$ cat config.mk
export PLATFORM = sky130hd
export DESIGN_NAME = pseudo_3d_road_pixel_generator_flat
export DESIGN_NICKNAME = d
export VERILOG_FILES = /design/src/design/p3drpg_pkg.sv /design/src/design/p3drpg_if.sv /design/src/design/p3drpg_ctrl.sv /design/src/design/p3drpg_dp.sv /design/src/design/pseudo_3d_road_pixel_generator.sv /design/src/flat_wrapper.sv
export SDC_FILE = /design/constraint.sdc
export NUM_CORES = 1
export LEC_CHECK = 0
export ABC_AREA = 1
export BUFFER_PORTS_ARGS = -buffer_cell sky130_fd_sc_hd__buf_4
export CAP_MARGIN = 10
export CORE_MARGIN = 1
export CORE_UTILIZATION = 30
export CTS_CLUSTER_SIZE = 28
export DETAILED_ROUTE_END_ITERATION = 6
export PLACE_DENSITY_LB_ADDON = 0.12
export SLEW_MARGIN = 10
export SYNTH_ARGS = -nofsm -noshare
export SYNTH_HDL_FRONTEND = slang
export SYNTH_HIERARCHICAL = 1
export SYNTH_SLANG_ARGS = --single-unit
export TNS_END_PERCENT = 100
$ cat constraint.sdc
create_clock -name clk -period 16.7 [get_ports clk]
set_input_delay 3.34 -clock clk [delete_from_list [all_inputs] [get_ports clk]]
set_output_delay 3.34 -clock clk [all_outputs]
set_load 0.01 [all_outputs]
$ cat src/design/p3drpg_pkg.sv
// Shared types and constants for the pseudo-3D road pixel generator.
// No dependencies; used by every other design file.
`default_nettype none

package p3drpg_pkg;

    localparam int COORD_W    = 10;
    localparam int CHAN_W     = 8;
    localparam int CFG_IDX_W  = 3;
    localparam int CFG_DATA_W = 10;

    localparam int SCREEN_WIDTH = 320;
    localparam logic signed [12:0] SCREEN_HALF = 13'(SCREEN_WIDTH / 2);

    // Configuration register indexes
    localparam logic [CFG_IDX_W-1:0] CFG_HORIZON_ROW      = 3'd0;
    localparam logic [CFG_IDX_W-1:0] CFG_ROAD_HALF_WIDTH  = 3'd1;
    localparam logic [CFG_IDX_W-1:0] CFG_TURN_LIMIT       = 3'd2;
    localparam logic [CFG_IDX_W-1:0] CFG_FORWARD_STEP     = 3'd3;
    localparam logic [CFG_IDX_W-1:0] CFG_LATERAL_POSITION = 3'd4;

    // Ground rows start 7 rows below the horizon (depth above the sky cutoff)
    localparam logic [9:0]  SKY_ROWS    = 10'd7;
    localparam logic [10:0] DEPTH_BIAS  = 11'd8;
    localparam logic [3:0]  DIV_TOP     = 4'd14;
    localparam logic [10:0] SKY_OFFSET  = 11'd32;
    localparam logic [4:0]  FRAME_DELAY = 5'd21;

    localparam logic [19:0] BAND_LO  = 20'd200;
    localparam logic [19:0] BAND_HI  = 20'd220;
    localparam logic [19:0] CENTER_W = 20'd10;

    typedef enum logic [2:0] {
        ST_IDLE,
        ST_DIV,
        ST_CURVE,
        ST_LAT,
        ST_FIN
    } state_t;

    typedef struct packed {
        logic load;
        logic div_step;
        logic curve_step;
        logic lat_step;
        logic finish;
    } dp_cmd_t;

    typedef struct packed {
        logic sky;
        logic div_last;
        logic out_free;
    } dp_status_t;

endpackage

`default_nettype wire

$ cat src/design/p3drpg_if.sv
// Channel interfaces: pixel request, color result, configuration write.
// Depends on p3drpg_pkg for field widths.
`default_nettype none

interface p3drpg_pix_if;
    logic                            valid;
    logic                            ready;
    logic [p3drpg_pkg::COORD_W-1:0]  column;
    logic [p3drpg_pkg::COORD_W-1:0]  row;
    logic                            frame_end;
    modport source (output valid, column, row, frame_end, input ready);
    modport sink (input valid, column, row, frame_end, output ready);
endinterface

interface p3drpg_rgb_if;
    logic                           valid;
    logic                           ready;
    logic [p3drpg_pkg::CHAN_W-1:0]  red;
    logic [p3drpg_pkg::CHAN_W-1:0]  green;
    logic [p3drpg_pkg::CHAN_W-1:0]  blue;
    modport source (output valid, red, green, blue, input ready);
    modport sink (input valid, red, green, blue, output ready);
endinterface

interface p3drpg_cfg_if;
    logic                               valid;
    logic                               ready;
    logic [p3drpg_pkg::CFG_IDX_W-1:0]   index;
    logic [p3drpg_pkg::CFG_DATA_W-1:0]  data;
    modport source (output valid, index, data, input ready);
    modport sink (input valid, index, data, output ready);
endinterface

`default_nettype wire

$ cat src/design/p3drpg_ctrl.sv
// Sequencing state machine: accept, divide, curve, lateral, finish.
// Depends on p3drpg_pkg (state_t, dp_cmd_t, dp_status_t).
`default_nettype none

module p3drpg_ctrl (
    input  wire logic                   clk,
    input  wire logic                   rst_n,
    input  wire logic                   in_valid,
    output logic                        in_ready,
    input  wire p3drpg_pkg::dp_status_t status,
    output p3drpg_pkg::dp_cmd_t         cmd
);

    p3drpg_pkg::state_t state_reg;
    p3drpg_pkg::state_t state_next;

    always_ff @(posedge clk or negedge rst_n)
    begin
        if (!rst_n)
        begin
            state_reg <= p3drpg_pkg::ST_IDLE;
        end
        else
        begin
            state_reg <= state_next;
        end
    end

    always_comb
    begin
        state_next = state_reg;
        case (state_reg)
            p3drpg_pkg::ST_IDLE:
            begin
                if (in_valid)
                begin
                    state_next = p3drpg_pkg::ST_DIV;
                end
            end
            p3drpg_pkg::ST_DIV:
            begin
                if (status.sky)
                begin
                    state_next = p3drpg_pkg::ST_FIN;
                end
                else if (status.div_last)
                begin
                    state_next = p3drpg_pkg::ST_CURVE;
                end
            end
            p3drpg_pkg::ST_CURVE: state_next = p3drpg_pkg::ST_LAT;
            p3drpg_pkg::ST_LAT:   state_next = p3drpg_pkg::ST_FIN;
            p3drpg_pkg::ST_FIN:
            begin
                if (status.out_free)
                begin
                    state_next = p3drpg_pkg::ST_IDLE;
                end
            end
            default: state_next = p3drpg_pkg::ST_IDLE;
        endcase
    end

    always_comb
    begin
        in_ready = 1'b0;
        cmd      = '0;
        case (state_reg)
            p3drpg_pkg::ST_IDLE:
            begin
                in_ready = 1'b1;
                cmd.load = in_valid;
            end
            p3drpg_pkg::ST_DIV:   cmd.div_step   = !status.sky;
            p3drpg_pkg::ST_CURVE: cmd.curve_step = 1'b1;
            p3drpg_pkg::ST_LAT:   cmd.lat_step   = 1'b1;
            p3drpg_pkg::ST_FIN:   cmd.finish     = status.out_free;
            default:
            begin
                in_ready = 1'b0;
            end
        endcase
    end

endmodule

`default_nettype wire

$ cat src/design/p3drpg_dp.sv
// Datapath: config registers, frame state, radix-2 depth divider,
// curve and lateral multipliers, color select and output register.
// Depends on p3drpg_pkg.
`default_nettype none

module p3drpg_dp (
    input  wire logic                                 clk,
    input  wire logic                                 rst_n,
    input  wire p3drpg_pkg::dp_cmd_t                  cmd,
    output p3drpg_pkg::dp_status_t                    status,
    input  wire logic [p3drpg_pkg::COORD_W-1:0]       column,
    input  wire logic [p3drpg_pkg::COORD_W-1:0]       row,
    input  wire logic                                 frame_end,
    input  wire logic                                 cfg_write,
    input  wire logic [p3drpg_pkg::CFG_IDX_W-1:0]     cfg_index,
    input  wire logic [p3drpg_pkg::CFG_DATA_W-1:0]    cfg_data,
    output logic [p3drpg_pkg::CHAN_W-1:0]             red,
    output logic [p3drpg_pkg::CHAN_W-1:0]             green,
    output logic [p3drpg_pkg::CHAN_W-1:0]             blue,
    output logic                                      out_valid,
    input  wire logic                                 out_ready
);

    // configuration
    logic [9:0]        horizon_reg;
    logic [9:0]        half_width_reg;
    logic [6:0]        turn_limit_reg;
    logic [7:0]        fwd_step_reg;
    logic signed [9:0] lat_pos_reg;

    // frame state
    logic signed [7:0] turn_reg;
    logic              rising_reg;
    logic [4:0]        fcount_reg;
    logic [7:0]        scroll_reg;

    // per-pixel working registers
    logic [9:0]         col_reg;
    logic [9:0]         row_reg;
    logic               fend_reg;
    logic               sky_reg;
    logic [10:0]        dvs_reg;
    logic [10:0]        rem_reg;
    logic [10:0]        q_reg;
    logic [3:0]         cnt_reg;
    logic signed [10:0] curve_reg;
    logic [25:0]        u_reg;

    logic [7:0] red_reg;
    logic [7:0] green_reg;
    logic [7:0] blue_reg;
    logic       out_valid_reg;

    logic [10:0]        row_diff;
    logic               sky_in;
    logic [10:0]        offs_in;
    logic [11:0]        rem_sh;
    logic               fits;
    logic [10:0]        rem_next;
    logic [10:0]        q_next;
    logic signed [11:0] depth_s;
    logic signed [19:0] curve_prod;
    logic signed [10:0] curve_next;
    logic signed [12:0] lat_x;
    logic signed [24:0] u_prod;
    logic [25:0]        lat_term;
    logic [25:0]        turn_term;
    logic [25:0]        u_next;
    logic [25:0]        u_abs;
    logic [19:0]        lat_dist;
    logic [7:0]         v;
    logic               band;
    logic               road;
    logic [10:0]        row_m;
    logic [7:0]         sky_level;
    logic [7:0]         red_next;
    logic [7:0]         green_next;
    logic [7:0]         blue_next;

    logic [7:0]        scroll_next;
    logic [4:0]        fcount_next;
    logic              step_up;
    logic signed [8:0] t9;
    logic signed [8:0] lim9;
    logic signed [8:0] nlim9;
    logic [7:0]        turn_next;
    logic              rising_next;

    // request decode
    assign row_diff = {1'b0, row} - {1'b0, horizon_reg};
    assign sky_in   = row_diff[10] || (row_diff[9:0] < p3drpg_pkg::SKY_ROWS);
    assign offs_in  = {1'b0, row_diff[9:0]} + p3drpg_pkg::DEPTH_BIAS;

    // 16384 / offset, one quotient bit per cycle
    assign rem_sh   = {rem_reg, cnt_reg == p3drpg_pkg::DIV_TOP};
    assign fits     = rem_sh >= {1'b0, dvs_reg};
    assign rem_next = fits ? 11'(rem_sh - {1'b0, dvs_reg}) : rem_sh[10:0];
    assign q_next   = {q_reg[9:0], fits};

    assign depth_s    = signed'({1'b0, q_reg});
    assign curve_prod = depth_s * turn_reg;
    assign curve_next = curve_prod[19:9];

    assign lat_x     = signed'({3'b000, col_reg}) - p3drpg_pkg::SCREEN_HALF
                       + 13'(curve_reg);
    assign u_prod    = lat_x * depth_s;
    assign lat_term  = {{10{lat_pos_reg[9]}}, lat_pos_reg, 6'b000000};
    assign turn_term = {{10{turn_reg[7]}}, turn_reg, 8'h00};
    assign u_next    = lat_term + 26'(u_prod) - turn_term;

    assign u_abs    = u_reg[25] ? (~u_reg + 26'd1) : u_reg;
    assign lat_dist = u_abs[25:6];
    assign v        = scroll_reg + q_reg[7:0];
    assign band     = ((lat_dist > p3drpg_pkg::BAND_LO && lat_dist < p3drpg_pkg::BAND_HI)
                       || lat_dist < p3drpg_pkg::CENTER_W) && v[7];
    assign road     = lat_dist < {10'b0, half_width_reg};

    assign row_m     = {1'b0, row_reg} - p3drpg_pkg::SKY_OFFSET;
    assign sky_level = row_m[10] ? 8'd0 : ((row_m[9:8] != 2'b00) ? 8'd255 : row_m[7:0]);

    always_comb
    begin
        if (sky_reg)
        begin
            red_next   = sky_level;
            green_next = sky_level;
            blue_next  = 8'd255;
        end
        else if (band)
        begin
            red_next   = 8'd200;
            green_next = 8'd200;
            blue_next  = 8'd200;
        end
        else if (road)
        begin
            red_next   = v[6] ? 8'd4 : 8'd7;
            green_next = 8'd7;
            blue_next  = v[6] ? 8'd5 : 8'd6;
        end
        else
        begin
            red_next   = v[6] ? 8'd21 : 8'd26;
            green_next = v[6] ? 8'd80 : 8'd60;
            blue_next  = 8'd0;
        end
    end

    // frame-end update of scroll and turn swing
    assign scroll_next = scroll_reg + fwd_step_reg;
    assign fcount_next = (fcount_reg < p3drpg_pkg::FRAME_DELAY) ? fcount_reg + 5'd1
                                                                : fcount_reg;
    assign step_up = (fcount_next == p3drpg_pkg::FRAME_DELAY) ? rising_reg : !rising_reg;
    assign t9      = {turn_reg[7], turn_reg} + (step_up ? 9'd1 : 9'h1FF);
    assign lim9    = {2'b00, turn_limit_reg};
    assign nlim9   = -lim9;

    always_comb
    begin
        turn_next   = t9[7:0];
        rising_next = rising_reg;
        if (t9 > lim9)
        begin
            turn_next   = lim9[7:0];
            rising_next = 1'b0;
        end
        else if (t9 < nlim9)
        begin
            turn_next   = nlim9[7:0];
            rising_next = 1'b1;
        end
    end

    always_ff @(posedge clk or negedge rst_n)
    begin
        if (!rst_n)
        begin
            horizon_reg    <= 10'd120;
            half_width_reg <= 10'd250;
            turn_limit_reg <= 7'd64;
            fwd_step_reg   <= 8'd32;
            lat_pos_reg    <= '0;
            turn_reg       <= '0;
            rising_reg     <= 1'b1;
            fcount_reg     <= '0;
            scroll_reg     <= '0;
            out_valid_reg  <= 1'b0;
        end
        else
        begin
            if (cfg_write)
            begin
                case (cfg_index)
                    p3drpg_pkg::CFG_HORIZON_ROW:      horizon_reg    <= cfg_data;
                    p3drpg_pkg::CFG_ROAD_HALF_WIDTH:  half_width_reg <= cfg_data;
                    p3drpg_pkg::CFG_TURN_LIMIT:       turn_limit_reg <= cfg_data[6:0];
                    p3drpg_pkg::CFG_FORWARD_STEP:     fwd_step_reg   <= cfg_data[7:0];
                    p3drpg_pkg::CFG_LATERAL_POSITION: lat_pos_reg    <= signed'(cfg_data);
                    default:
                    begin
                        horizon_reg <= horizon_reg;
                    end
                endcase
            end
            if (cmd.finish && fend_reg)
            begin
                scroll_reg <= scroll_next;
                fcount_reg <= fcount_next;
                turn_reg   <= signed'(turn_next);
                rising_reg <= rising_next;
            end
            if (cmd.finish)
            begin
                out_valid_reg <= 1'b1;
            end
            else if (out_ready)
            begin
                out_valid_reg <= 1'b0;
            end
        end
    end

    always_ff @(posedge clk)
    begin
        if (cmd.load)
        begin
            col_reg  <= column;
            row_reg  <= row;
            fend_reg <= frame_end;
            sky_reg  <= sky_in;
            dvs_reg  <= offs_in;
            rem_reg  <= '0;
            q_reg    <= '0;
            cnt_reg  <= p3drpg_pkg::DIV_TOP;
        end
        if (cmd.div_step)
        begin
            rem_reg <= rem_next;
            q_reg   <= q_next;
            cnt_reg <= cnt_reg - 4'd1;
        end
        if (cmd.curve_step)
        begin
            curve_reg <= curve_next;
        end
        if (cmd.lat_step)
        begin
            u_reg <= u_next;
        end
        if (cmd.finish)
        begin
            red_reg   <= red_next;
            green_reg <= green_next;
            blue_reg  <= blue_next;
        end
    end

    assign status.sky      = sky_reg;
    assign status.div_last = cnt_reg == 4'd0;
    assign status.out_free = !out_valid_reg || out_ready;

    assign red       = red_reg;
    assign green     = green_reg;
    assign blue      = blue_reg;
    assign out_valid = out_valid_reg;

endmodule

`default_nettype wire

$ cat src/design/pseudo_3d_road_pixel_generator.sv
// Top level of the pseudo-3D road pixel generator.
// Depends on p3drpg_pkg, p3drpg_if, p3drpg_ctrl and p3drpg_dp.
`default_nettype none

// One pixel request at a time. A ground pixel passes through acceptance, the
// one-quotient-bit-per-cycle depth divider, the curve multiply, the lateral
// multiply and the color select before the next request can be taken; a sky
// pixel goes from the divider state straight to the color select.
// The color result sits in an output register, so a new request is accepted
// while the previous color waits to be taken; the finish step waits only if
// that register is still full. Frame-end requests advance scroll and turn
// when their color is produced. Configuration writes are always ready and
// must be issued only while the block is idle.

module pseudo_3d_road_pixel_generator (
    input  wire logic    clk,
    input  wire logic    rst_n,
    p3drpg_pix_if.sink   pixel,
    p3drpg_rgb_if.source color,
    p3drpg_cfg_if.sink   cfg
);

    p3drpg_pkg::dp_cmd_t    cmd;
    p3drpg_pkg::dp_status_t status;

    assign cfg.ready = 1'b1;

    p3drpg_ctrl u_ctrl (
        .clk      (clk),
        .rst_n    (rst_n),
        .in_valid (pixel.valid),
        .in_ready (pixel.ready),
        .status   (status),
        .cmd      (cmd)
    );

    p3drpg_dp u_dp (
        .clk       (clk),
        .rst_n     (rst_n),
        .cmd       (cmd),
        .status    (status),
        .column    (pixel.column),
        .row       (pixel.row),
        .frame_end (pixel.frame_end),
        .cfg_write (cfg.valid),
        .cfg_index (cfg.index),
        .cfg_data  (cfg.data),
        .red       (color.red),
        .green     (color.green),
        .blue      (color.blue),
        .out_valid (color.valid),
        .out_ready (color.ready)
    );

endmodule

`default_nettype wire

$ cat src/flat_wrapper.sv
// flat-port wrapper written by rule: the top's interface ports become plain ports
module pseudo_3d_road_pixel_generator_flat 
  (clk, rst_n, pixel_valid, pixel_column, pixel_row, pixel_frame_end, pixel_ready, color_valid, color_red, color_green, color_blue, color_ready, cfg_valid, cfg_index, cfg_data, cfg_ready);
  p3drpg_pix_if pixel_i ();
  p3drpg_rgb_if color_i ();
  p3drpg_cfg_if cfg_i ();
  input  wire logic clk;
  input  wire logic rst_n;
  input wire logic [$bits(pixel_i.valid)-1:0] pixel_valid;
  input wire logic [$bits(pixel_i.column)-1:0] pixel_column;
  input wire logic [$bits(pixel_i.row)-1:0] pixel_row;
  input wire logic [$bits(pixel_i.frame_end)-1:0] pixel_frame_end;
  output wire logic [$bits(pixel_i.ready)-1:0] pixel_ready;
  output wire logic [$bits(color_i.valid)-1:0] color_valid;
  output wire logic [$bits(color_i.red)-1:0] color_red;
  output wire logic [$bits(color_i.green)-1:0] color_green;
  output wire logic [$bits(color_i.blue)-1:0] color_blue;
  input wire logic [$bits(color_i.ready)-1:0] color_ready;
  input wire logic [$bits(cfg_i.valid)-1:0] cfg_valid;
  input wire logic [$bits(cfg_i.index)-1:0] cfg_index;
  input wire logic [$bits(cfg_i.data)-1:0] cfg_data;
  output wire logic [$bits(cfg_i.ready)-1:0] cfg_ready;
  assign pixel_i.valid = pixel_valid;
  assign pixel_i.column = pixel_column;
  assign pixel_i.row = pixel_row;
  assign pixel_i.frame_end = pixel_frame_end;
  assign pixel_ready = pixel_i.ready;
  assign color_valid = color_i.valid;
  assign color_red = color_i.red;
  assign color_green = color_i.green;
  assign color_blue = color_i.blue;
  assign color_i.ready = color_ready;
  assign cfg_i.valid = cfg_valid;
  assign cfg_i.index = cfg_index;
  assign cfg_i.data = cfg_data;
  assign cfg_ready = cfg_i.ready;
  pseudo_3d_road_pixel_generator u_core (.clk(clk), .rst_n(rst_n), .pixel(pixel_i), .color(color_i), .cfg(cfg_i));
endmodule
# Word-level counts from Yosys, hierarchy flattened
# Cells that the tools add are included.
# totals
register_bits	191
inputBits	39
wordCells	130
# op_classes
n_addsub	15
mul	2
magnitude_cmp	9
eq_ne	13
n_mux	41
bitwise	1
reduce_logical	24
# ops
operator	n
$mux W8	8
$mux W11	4
$add A26 B1 Y26 const B	1
$mux W26	1
$not A26 Y26	1
$sub A25 B16 Y26	1
$add A16 B24 Y25	1
$mul A12 B12 Y24	1
$gt A20 B8 Y1 const B	1
$lt A20 B10 Y1	1
$lt A20 B4 Y1 const B	1
$lt A20 B8 Y1 const B	1
$mul A12 B8 Y20	1
$mux W3	6
$add A8 B8 Y8	2
$pmux W3 S5	1
$mux W7	2
$add A11 B11 Y12	1
$eq A3 B2 Y1 const B	4
$ge A12 B11 Y1	1
$mux W4	3
$reduce_and A2 Y1	6
$add A10 B4 Y11 const B	1
$mux W1	11
29 further kinds	44

# Longest topological paths before layout
# logic_depth
word_depth	9
depth_mapped	39
ltp_nobuf	39

# Modules after synthesis
# Netlist, hierarchy kept.
# modules_own_cells
module	n_inst	cells_each	area_each_um2	seq_area_each_um2
p3drpg_dp	1	2374	19930.4	5141.2
p3drpg_ctrl	1	32	216.5	75.1
pseudo_3d_road_pixel_generator	1	2	11.3	0.0

# Worst setup path after synthesis
# No wires, ideal clock.
# synth_path
path_kind	flip-flop to flip-flop
from	register u_core.u_dp.col_reg[5]
to	register u_core.u_dp.u_reg[25] (data pin)
setup_time_ps	262
arrival_ps	6831
slack_ps	9607
stages_incl_launch_ff	36
synth_period_minus_slack_ps	7093
path_cell_list	edfxtp_1 -> inv_1 -> ha_1 -> inv_1 -> ha_1 -> inv_1 -> o21ai_0 -> a31oi_1 -> o21ai_0 -> nand3_1 -> nand2_1 -> nand2_1 -> a22oi_1 -> buf_2 -> nor2_1 -> inv_1 -> fa_1 -> fa_1 -> inv_1 -> fa_1 -> inv_1 -> fa_1 -> inv_1 -> fa_1 -> inv_1 -> fa_1 -> inv_1 -> ha_1 -> nand2_1 -> nor3_1 -> nand4_1 -> nand3_1 -> nand2_1 -> nand2_1 -> a21oi_1 -> xor2_1
# synth_between
elab_chain_cells	5
# synth_rtl
item	line	source
start, declared	p3drpg_dp.sv:38	logic [9:0] col_reg;
start signal, assigned	p3drpg_dp.sv:227	col_reg <= column;
$sub A10 B8 Y11	p3drpg_dp.sv:104	assign lat_x = signed'({3'b000, col_reg}) - p3drpg_pkg::SCREEN_HALF
$add A11 B11 Y12	p3drpg_dp.sv:105	+ 13'(curve_reg);
$mul A12 B12 Y24	p3drpg_dp.sv:106	assign u_prod = lat_x * depth_s;
$add A16 B24 Y25	p3drpg_dp.sv:109	assign u_next = lat_term + 26'(u_prod) - turn_term;
$sub A25 B16 Y26	p3drpg_dp.sv:109	
net u_core.u_dp.u_next[25]	p3drpg_dp.sv:68	logic [25:0] u_next;
end signal, assigned	p3drpg_dp.sv:248	u_reg <= u_next;
end, declared	p3drpg_dp.sv:47	logic [25:0] u_reg;
# The timed path passes the listed nets, and every way through them passes these cells.
# A chain may end at the register's enable or synchronous reset.

# Worst setup path after layout
# Same ends and word-level chain as after synthesis.

==> reports/metrics.cfg <==
[min_path]
min_path_cells = 2
hp-class = flip-flop to flip-flop
hp-start = u_core/u_dp/fwd_step_reg[5]
worstHoldEndpoint = u_core/u_dp/fwd_step_reg[5]

[finish]
largest_reg_flops = 26
multiInputGateArea_um2 = 12610
seqCellArea_um2 = 5216
nFillCells = 6949
fin_area_um2 = 22250
final_cells = 3326
syn2layout_area_growth_pct = 10.38
drive_gt1_frac = 0.06946
diodes = 0
nNetsFinal = 2902

[status]
status = completed

[place]
dp_hpwl_mm = 43.14
dp_worst_setup_slack_ns = 8.569
gp_congestion = 0.8310
portBuffers = 64
dpl.cell_count = 3294
place_area_um2 = 21590

[sta]
worst_slew_pin_slew_ns = 1.013
rsz0062_at_grt = no
relSlewSlack = 0.3244
final.min_clock_period_ns = 8.111
final.setup.tns_ns = 0
clock-skew-final_ns = 0.03017
setup_viol = 0
min_period_over_period = 0.4857
setup_slack_ns = 8.589
clock.fmax_mhz = 123.3
slew_violations = 0
hold_viol_final = 0

[global_routing]
grt_overflow = 0
grt_max_degree = 72
grt_pass1_vias = 15740
antenna_found_initial = 2
grt_use_total = 0.1637
grt_pass1_wl_mm = 85.83

[setup_path]
worst_ep_required_time_ns = 16.92
crit_type = flip-flop to flip-flop
start_kind = flip-flop
crit_path_top_delay_cell = a22oi_1
crit_top_cell = inv_1
worstPathMaxFanout = 11
r2r_cells = 34
cp.arrival_ns = 8.33
rr_startpoint = u_core/u_dp/col_reg[5]
slowest_delay_ns = 0.72
r2r_slack_ns = 8.59
end_kind = flip-flop
rr_endpoint = u_core/u_dp/u_reg[25]

[yosys]
syn_area_per_cell_um2 = 8.371
yosysWarnings = 6
synth_seq_area_share = 0.2588
ys_types = 51
synthesis.area_um2 = 20160
syn-num-nets = 2861
synth_edf_count = 114
synthFlopType = edfxtp_1
synthCells = 2408
ys_ff_latch = 185
synthArstFlopShare = 0.3838

[floorplan]
dieHeight_um = 261.2
start_util = 0.3050
rows = 94
pin_count = 66
dieArea_um2 = 68230
core_area_um2 = 66100
die_x_um = 261.2

[cts]
cts_hold_buf = 0
clockRootBuffer = clkbuf_16
cts_inserted_buffers = 17
cts_resized = 0
cts_sinks = 185
post_cts_buffers = 0
path_clk_slew_ns = 0.09
clock_latency_ns = 0.50
htree_num_levels = 4
clk_path_buf_depth = 2
cts_tree = yes

[drt]
via_per_inst = 4.570
post-route-drc-count = 0
dr.pass1.iters = 7
detail_route.wl_per_cell_um = 15.81
routed_wl_mm = 52.58
postRouteAntennaNets = 0
drtIter0Drc = 715
via_count = 15201

[run]
maxCapViolations = 0

-- cell type report --
cell class | count | share of cell area
timing repair buffer | 82 | 0.02767
clock buffer | 18 | 0.02024
clock inverter | 14 | 0.009278
tap | 864 | 0.04858
multi-input combinational | 1611 | 0.5667
inverter | 552 | 0.09312
sequential | 185 | 0.2344
-- layout by cell type (no fill, tap or decap), drive strengths merged, types with 10 or more instances in the layout --
cell      n
inv     560
nand2   528
fa      221
ha      193
nor2    157
o21ai   122
edfxtp  114
a21oi    95
buf      82
nand3    82
xor2     68
dfrtp    58
nand4    24
xnor2    20
nor3     20
clkbuf   18
or2      15
dfstp    13
o21bai   10
o211ai   10
-- worst max path at each step --
stage | from | end | slack, ns | cells past startpoint
floorplan | u_core/u_dp/col_reg[5] | u_core/u_dp/u_reg[25] | 9.61 | 35
global placement | u_core/u_dp/col_reg[5] | u_core/u_dp/u_reg[25] | 8.72 | 34
detailed placement | u_core/u_dp/col_reg[5] | u_core/u_dp/u_reg[25] | 8.57 | 34
CTS | u_core/u_dp/col_reg[5] | u_core/u_dp/u_reg[25] | 8.51 | 34
global route | u_core/u_dp/col_reg[5] | u_core/u_dp/u_reg[25] | 7.87 | 34
finish | u_core/u_dp/col_reg[5] | u_core/u_dp/u_reg[25] | 8.59 | 34
-- routing by layer --
layer,global-route usage,up-vias,part of all wire
met5,0,-,0
met4,0.04231,0,0.014
met3,0.01945,40,0.022
met2,0.2812,159,0.49
met1,0.2175,7490,0.47
li1,-,7512,-
-- cells in the mapped netlist (all sizes together), types with 5 or more instances --
cell	instances	area (um2)
fa	221	4424
nand4	24	150.1
inv	550	2064
nor2	157	634.4
a211oi	5	37.54
nand3b	8	60.06
ha	193	2415
buf	17	112.6
clkbuf	43	161.4
xnor2	20	175.2
or2	15	93.84
nand3	82	420.4
o211ai	10	75.07
a21oi	95	479.2
edfxtp	114	3423
a21o	7	52.55
dfstp	13	341.6
xor2	68	595.6
o21ai	122	621.8
o21bai	10	75.07
dfrtp	58	1451
nor3	20	100.1
nand2	528	2002
-- through the flow --
stage / hold WS, ns / util
after floorplan: 0.4530 / -
after global placement: 0.4738 / 0.3267
after detailed placement: 0.4751 / 0.3267
after CTS: 0.4964 / 0.3366
after global routing: 0.5198 / 0.3366
final: 0.4959 / 0.3366
-- kinds of logic (layout without fill, tap and decap cells) --
group	count (synthesis)	count (layout)	synth area share
xor+xnor	88	88	0.03823
compound gates	267	267	0.07318
buf+inv	612	666	0.1164
flops	185	185	0.2588
other cells	1	1	0.0001860
simple gates	841	841	0.1740
fa+ha+maj	414	414	0.3393
-- worst max-delay path: cells and delay by family, from the launching register on --
kind            cells  cell delay [ns]
simple gates       10             1.28
buf+inv             9             0.78
flops               1             0.35
xor+xnor            1             0.14
compound gates      5             1.12
fa+ha+maj           9             4.16
Power is left out: the tool's default activity adds up to more than one toggle a clock period on the data nets, which glitch-free logic cannot reach.
